==> src/hdl/ystep_pkg.sv <==
// Shared types, codes and helper functions of the Y86-64 instruction step engine.
`default_nettype none
package ystep_pkg;

  // Result status codes.
  localparam logic [2:0] ST_OK    = 3'd0;
  localparam logic [2:0] ST_HALT  = 3'd1;
  localparam logic [2:0] ST_INV   = 3'd2;
  localparam logic [2:0] ST_SHORT = 3'd3;
  localparam logic [2:0] ST_ADR   = 3'd4;
  localparam logic [2:0] ST_DIVZ  = 3'd5;

  // Instruction codes.
  localparam logic [3:0] I_HALT  = 4'h0;
  localparam logic [3:0] I_NOP   = 4'h1;
  localparam logic [3:0] I_CMOV  = 4'h2;
  localparam logic [3:0] I_IRMOV = 4'h3;
  localparam logic [3:0] I_RMMOV = 4'h4;
  localparam logic [3:0] I_MRMOV = 4'h5;
  localparam logic [3:0] I_OPQ   = 4'h6;
  localparam logic [3:0] I_JXX   = 4'h7;
  localparam logic [3:0] I_CALL  = 4'h8;
  localparam logic [3:0] I_RET   = 4'h9;
  localparam logic [3:0] I_PUSH  = 4'hA;
  localparam logic [3:0] I_POP   = 4'hB;

  // ALU function codes.
  localparam logic [3:0] F_ADD = 4'h0;
  localparam logic [3:0] F_SUB = 4'h1;
  localparam logic [3:0] F_AND = 4'h2;
  localparam logic [3:0] F_XOR = 4'h3;
  localparam logic [3:0] F_MUL = 4'h4;
  localparam logic [3:0] F_DIV = 4'h5;
  localparam logic [3:0] F_MOD = 4'h6;

  localparam logic [3:0] RNONE = 4'hF;
  localparam logic [3:0] RSP   = 4'h4;
  localparam int         NREG  = 15;

  typedef enum logic {K_LOAD, K_STEP} kind_t;

  typedef struct packed {
    kind_t       kind;
    logic [11:0] addr;
    logic [7:0]  data;
  } item_t;

  typedef enum logic [3:0] {
    S_IDLE, S_READ, S_DEC0, S_DEC1, S_REGA, S_REGB, S_EXEC,
    S_MUL, S_DIV, S_ALUW, S_WRITE, S_DONE
  } state_t;

  typedef struct packed {
    logic        start;
    logic [63:0] dividend;
    logic [63:0] divisor;
  } div_req_t;

  typedef struct packed {
    logic        done;
    logic [63:0] quo;
    logic [63:0] rem;
  } div_rsp_t;

  // True when eight bytes starting at a lie fully below the limit l.
  function automatic logic quad_ok(input logic [63:0] a, input logic [63:0] l);
    quad_ok = (l >= 64'd8) && (a <= l - 64'd8);
  endfunction

  // Branch and move condition from the zero and sign flags.
  function automatic logic cond_ok(input logic [3:0] f, input logic zf, input logic sf);
    case (f)
      4'd0: cond_ok = 1'b1;
      4'd1: cond_ok = zf | sf;
      4'd2: cond_ok = sf;
      4'd3: cond_ok = zf;
      4'd4: cond_ok = ~zf;
      4'd5: cond_ok = ~sf;
      default: cond_ok = ~zf & ~sf;
    endcase
  endfunction

endpackage
`default_nettype wire

==> src/hdl/ystep_if.sv <==
// Handshake channel interfaces for input items and result items.
`default_nettype none
interface ystep_in_if;
  logic        valid;
  logic        ready;
  logic        command;
  logic [11:0] load_address;
  logic [7:0]  load_data;
  modport source(output valid, command, load_address, load_data, input ready);
  modport sink(input valid, command, load_address, load_data, output ready);
endinterface

`default_nettype wire

==> src/hdl/ystep_front.sv <==
// Front end: accepts input beats, classifies them and queues them for the back end.
`default_nettype none
module ystep_front
  import ystep_pkg::*;
(
  input  logic        clk,
  input  logic        rst,
  ystep_in_if.sink    req,
  output item_t       q_item,
  output logic        q_valid,
  input  logic        q_ready
);

  item_t      entries [2];
  logic       wp;
  logic       rp;
  logic [1:0] cnt;
  logic       push;
  logic       pop;
  item_t      item_in;

  // Classify the incoming beat.
  always_comb begin
    item_in.kind = req.command ? K_STEP : K_LOAD;
    item_in.addr = req.load_address;
    item_in.data = req.load_data;
  end

  assign req.ready = (cnt != 2'd2);
  assign push      = req.valid && req.ready;
  assign q_valid   = (cnt != 2'd0);
  assign pop       = q_valid && q_ready;
  assign q_item    = entries[rp];

  // Queue pointers and fill count.
  always_ff @(posedge clk) begin
    if (rst) begin
      wp  <= 1'b0;
      rp  <= 1'b0;
      cnt <= '0;
    end else begin
      if (push) wp <= ~wp;
      if (pop) rp <= ~rp;
      cnt <= cnt + {1'b0, push} - {1'b0, pop};
    end
  end

  // Queue storage.
  always_ff @(posedge clk) begin
    if (push) entries[wp] <= item_in;
  end

endmodule
`default_nettype wire

==> src/flat_wrapper.sv <==
// flat-port wrapper written by rule: the top's interface ports become plain ports
module ystep_front_flat import ystep_pkg::*;
  (clk, rst, q_item, q_valid, q_ready, req_valid, req_command, req_load_address, req_load_data, req_ready);
  ystep_in_if req_i ();
  input  logic clk;
  input  logic rst;
  output item_t q_item;
  output logic q_valid;
  input  logic q_ready;
  input wire logic [$bits(req_i.valid)-1:0] req_valid;
  input wire logic [$bits(req_i.command)-1:0] req_command;
  input wire logic [$bits(req_i.load_address)-1:0] req_load_address;
  input wire logic [$bits(req_i.load_data)-1:0] req_load_data;
  output wire logic [$bits(req_i.ready)-1:0] req_ready;
  assign req_i.valid = req_valid;
  assign req_i.command = req_command;
  assign req_i.load_address = req_load_address;
  assign req_i.load_data = req_load_data;
  assign req_ready = req_i.ready;
  ystep_front u_core (.clk(clk), .rst(rst), .req(req_i), .q_item(q_item), .q_valid(q_valid), .q_ready(q_ready));
endmodule
==> config.mk <==
export PLATFORM = sky130hd
export DESIGN_NAME = ystep_front_flat
export DESIGN_NICKNAME = d
export VERILOG_FILES = /design/src/hdl/ystep_pkg.sv /design/src/hdl/ystep_if.sv /design/src/hdl/ystep_front.sv /design/src/flat_wrapper.sv
export SDC_FILE = /design/constraint.sdc
export NUM_CORES = 1
export LEC_CHECK = 0
export BUFFER_PORTS_ARGS = -buffer_cell sky130_fd_sc_hd__buf_2
export CAP_MARGIN = 30
export CORE_ASPECT_RATIO = 1.25
export CORE_MARGIN = 10
export CORE_UTILIZATION = 25
export CTS_BUF_LIST = sky130_fd_sc_hd__clkbuf_16
export DETAILED_ROUTE_END_ITERATION = 10
export PLACE_DENSITY = 0.51
export SLEW_MARGIN = 10
export SYNTH_ARGS = -nofsm -noshare
export SYNTH_HDL_FRONTEND = slang
export SYNTH_SLANG_ARGS = --single-unit
export TNS_END_PERCENT = 5
==> constraint.sdc <==
create_clock -name clk -period 2.2 [get_ports clk]
set_input_delay 0.33 -clock clk [delete_from_list [all_inputs] [get_ports clk]]
set_output_delay 0.33 -clock clk [all_outputs]
set_load 0.01 [all_outputs]
---- Word-level counts from Yosys, hierarchy flattened ----
Memory sizes are Yosys's and may differ from the RTL's. A register that Yosys moved wholly into a read port is not among the register bits.
Index checks and enable logic that the tools add are counted.
operators by class
  add/subtract/negate cells ............... 2
  equal/unequal tests ..................... 1
  mux-type cells .......................... 5
  bitwise logic cells ..................... 2
  reductions and logical operators ........ 3
operator list
  operator                                      number
  2-to-1 mux 1 bit                              5
  adder 2 x 1 -> 2 bit                          1
  logical AND 1 bit                             2
  inequality test 2 bit, second input constant  1
  NOT 1 bit                                     2
  nonzero test 2 bit                            1
  subtractor 2 x 1 -> 2 bit                     1
word-level totals
  register bits ........................... 4
  memory bits (writable) .................. 42
  input port bits ......................... 25
  output and inout bits ................... 23
  memories kept ........................... 1
memory list
  memory          words  bits a word  read ports  clocked after Yosys merged registers in  write ports  RTL line           RTL
  u_core.entries  2      21           1           1                                        1            ystep_front.sv:14  item_t entries [2];

---- Logic depth before layout (Yosys ltp) ----
  word-level depth ........................ 4
  depth in mapped cells ................... 7

---- Least setup slack after synthesis ----
No wires, ideal clock.
  path type ............................... register to register
  start point ............................. register u_core.cnt[0]
  end point ............................... memory u_core.entries[0][0] (netlist name) (enable)
  data arrival time ....................... 1.697 ns
  path slack .............................. 0.102 ns
  cell stages (with the launch flop) ...... 4
  period minus slack after synthesis ...... 2.098 ns
  cells stage by stage .................... dfxtp_1 -> nand2b_1 -> and2_4 -> nor2b_1
on the way
  cells in the longest elaborated chain, start to end .. 4
ends and longest elaborated chain
  element                                 RTL line            RTL
  start, declared                         ystep_front.sv:17   logic [1:0] cnt;
  start signal, assigned                  ystep_front.sv:44   cnt <= cnt + {1'b0, push} - {1'b0, pop};
  inequality test 2 bit                   ystep_front.sv:29   assign req.ready = (cnt != 2'd2);
  named net req_ready                     flat_wrapper.sv:14  output wire logic [$bits(req_i.ready)-1:0] req_ready;
  logical AND 1 bit                       ystep_front.sv:30   assign push = req.valid && req.ready;
  named net u_core.push                   ystep_front.sv:18   logic push;
  2-to-1 mux 1 bit                        ystep_front.sv:50   if (push) entries[wp] <= item_in;
  2-to-1 mux 1 bit (implied by the code)  ystep_front.sv:50
  end, declared                           ystep_front.sv:14
The timed path passes the listed nets, and every way through them passes these cells.

==> flow_summary.yaml <==
power_and_ir_drop:
  irDropWorstVdd_uv: 377
  power_density_nw_per_um2: 1140
  p_comb_share_pct: 27.7
  p_int_mw: 1.90
  p_clk_share_pct: 26.5
  swShare_pct: 26.2
  seq_power_share_pct: 45.8
  power_leakage_nw: 0.874
  switchingPower_uw: 676
cells_and_area:
  antennaDiodeCount: 0
  drive_gt1_share_pct: 55.3
  utilization_pct: 32.9
  final_common_cell: "buf_2"
  area_growth_pct: 29.6
  layout_common_cells: "buf_2 (47), edfxtp_1 (42), mux2_2 (21)"
  instances_no_fill: 240
  design_area_sq_um: 2270
  nNetsFinal: 176
worst_setup_path:
  reg2reg_depth: 7
  cp.arrival_ns: 1.33
  crit_chain: "buf_4 -> mux2_2 -> buf_2"
  critPathLaunchType: "flop"
  critical_path.max_fanout: 12
  slowest_stage: "mux2_2"
  end_kind: "output pin"
  crit-reg2reg-launch: "u_core.cnt[0]$_SDFF_PP0_"
  cpPeakStageDelay_ns: 0.36
  reg2reg_setup_slack_ns: 0.63
  path_class: "reg -> out"
  cp_data_required_time_ns: 1.87
  rr_endpoint: "u_core.cnt[1]$_SDFF_PP0_"
run:
  max_cap_viol_count: 0
min_path:
  hold_end: "u_core.entries[1][8]$_DFFE_PP_"
  holdPathStages: 1
  min_from: "req_load_address[0]"
  hp-class: "in -> reg"
clock_network:
  cts_tree: "built"
  clockBufferDepth: 2
  cts_setup_buffers: 0
  insertion_delay_ns: 0.28
  cts_max_level: 2
  ctsResizeCount: 0
  clkSlewWorstSetupHoldPaths_ns: 0.06
  hold_buffers: 0
  cts_made_buffers: 5
  clock-sinks: 47
  root_buffer: "clkbuf_16"
timing:
  relSlewSlack_pct: 86.1
  hold_slack_ns: 0.241
  skew_ns: 0.00569
  worst_pin_slew_ns: 0.207
  drv_slew: 0
  fmax_mhz: 603
  period_needed_ns: 1.66
  rsz0062_at_grt: "no"
  setup_viol: 0
  min_period_over_period_pct: 75.4
  setup_tns_ns: 0
  finalHoldViolCount: 0
logic_synthesis:
  syn_area_per_cell_sq_um: 19.2
  ys_async_sr_fraction_pct: 0
  synth_cell_types: 17
  synth_nets: 118
  syn_inst: 91
  synth_edf_count: 42
  synth_ff_type: "edfxtp_1"
  synth.cell_area_sq_um: 1750
  ys_ff_latch: 47
  synth.yosys.seq_area_share_pct: 77.8
  ys_warn_count: 0
floorplan:
  dieHeight_microns: 114
  die_w_microns: 94.8
  rows: 34
  core_sq_um: 6890
  die-area_sq_um: 10800
  start_util_pct: 25.4
  ios: 48
detailed_routing:
  drt_iter0_markers: 35
  drc: 0
  first_pass_iters: 3
  final_antenna_net_count: 0
  routed_wl_microns: 3390
  num_vias: 932
  wl_per_cell_microns: 14.1
  via_per_inst: 3.88
placed_design:
  portBuffers: 47
  gp_congestion: 0.682
  dp.cells: 232
  dpl.hpwl_microns: 2660
  place_area_sq_um: 2130
global_route:
  antenna_found_initial: 0
  grt.overflow.total: 0
  grt_use_total_pct: 6.64
  grt_start_max_net_pins: 14
  grt_pass1_vias: 1106
  grt_first_pass_wirelength_microns: 5370
outcome:
  outcome: "complete, no violations"
==> flip-flops by register name, summed over array words and instances, names as in the netlist, named ones only <==
| register | flops |
|---|---|
| u_core.cnt | 2 |
| u_core.rp | 1 |
| u_core.wp | 1 |
| u_core.entries | 42 |
==> synth_stat cells, types with 2 or more instances <==
cell       n  area [sq um]
buf_4      2          15.0
edfxtp_1  42          1260
inv_1      2          7.51
dfxtp_1    5           100
mux2_2    21           236
nand2b_1   2          12.5
nor2_1     4          15.0
nor2b_1    2          12.5
xnor2_1    2          17.5
ha_1       2          25.0
==> logic make-up (layout without fill, tap and decap cells) <==
family | after synthesis | count (layout) | share of synthesized area (%)
muxes | 21 | 21 | 13.5
and+or+nand+nor | 12 | 12 | 3.79
DFF | 47 | 47 | 77.8
AOI/OAI and AO/OA | 2 | 2 | 0.715
xor gates and xnor gates | 3 | 3 | 1.50
adders and majority gates | 2 | 2 | 1.43
buffers and inverters | 4 | 63 | 1.29
==> layout make-up <==
class | instances | area (sq um)
fill | 705 | 4620
sequential | 47 | 1360
multi-input combinational | 40 | 369
timing repair buffer | 53 | 280
clock buffer | 5 | 125
tap | 90 | 113
clock inverter | 3 | 12.5
inverter | 2 | 7.51
==> per-stage QoR <==
step / power [mW] / setup slack (ns)
after global routing: 2.75 / 0.470
after CTS: 2.64 / 0.504
final: 2.58 / 0.542
after floorplan: 1.65 / 0.102
after detailed placement: 1.95 / 0.582
after global placement: 1.91 / 0.720
==> critical path: cells and delay by family (launching register included) <==
family,cells,cell delay (ns)
mux,1,0.36
flops,1,0.33
buf+inv,2,0.34
==> worst max-delay path by stage <==
stage | from | cells after the start | endpoint | slack, ns
after floorplan | u_core.cnt[0]$_SDFF_PP0_ | 3 | u_core.entries[0][0]$_DFFE_PP_ | 0.10
after global placement | q_ready | 8 | u_core.cnt[1]$_SDFF_PP0_ | 0.72
after detailed placement | q_ready | 8 | u_core.cnt[1]$_SDFF_PP0_ | 0.58
after CTS | flop | 3 | q_item[16] | 0.50
after global routing | flop | 3 | q_item[16] | 0.47
final | flop | 3 | q_item[16] | 0.54
==> power by group through the flow <==
stage | clock network [mW] | registers [mW] | logic [mW]
after floorplan | 0 | 1.19 | 0.454
after global placement | 0 | 1.19 | 0.718
after detailed placement | 0 | 1.20 | 0.744
after CTS | 0.713 | 1.18 | 0.747
after global routing | 0.748 | 1.20 | 0.801
final | 0.683 | 1.18 | 0.713
==> layer usage <==
| layer | track usage, % | share of wire [%] |
|---|---|---|
| met5 | 0 | 0 |
| met4 | 2.70 | 0.77 |
| met3 | 2.96 | 6.6 |
| met2 | 12.6 | 58 |
| met1 | 5.78 | 34 |
(Power assumes the default switching activity.)
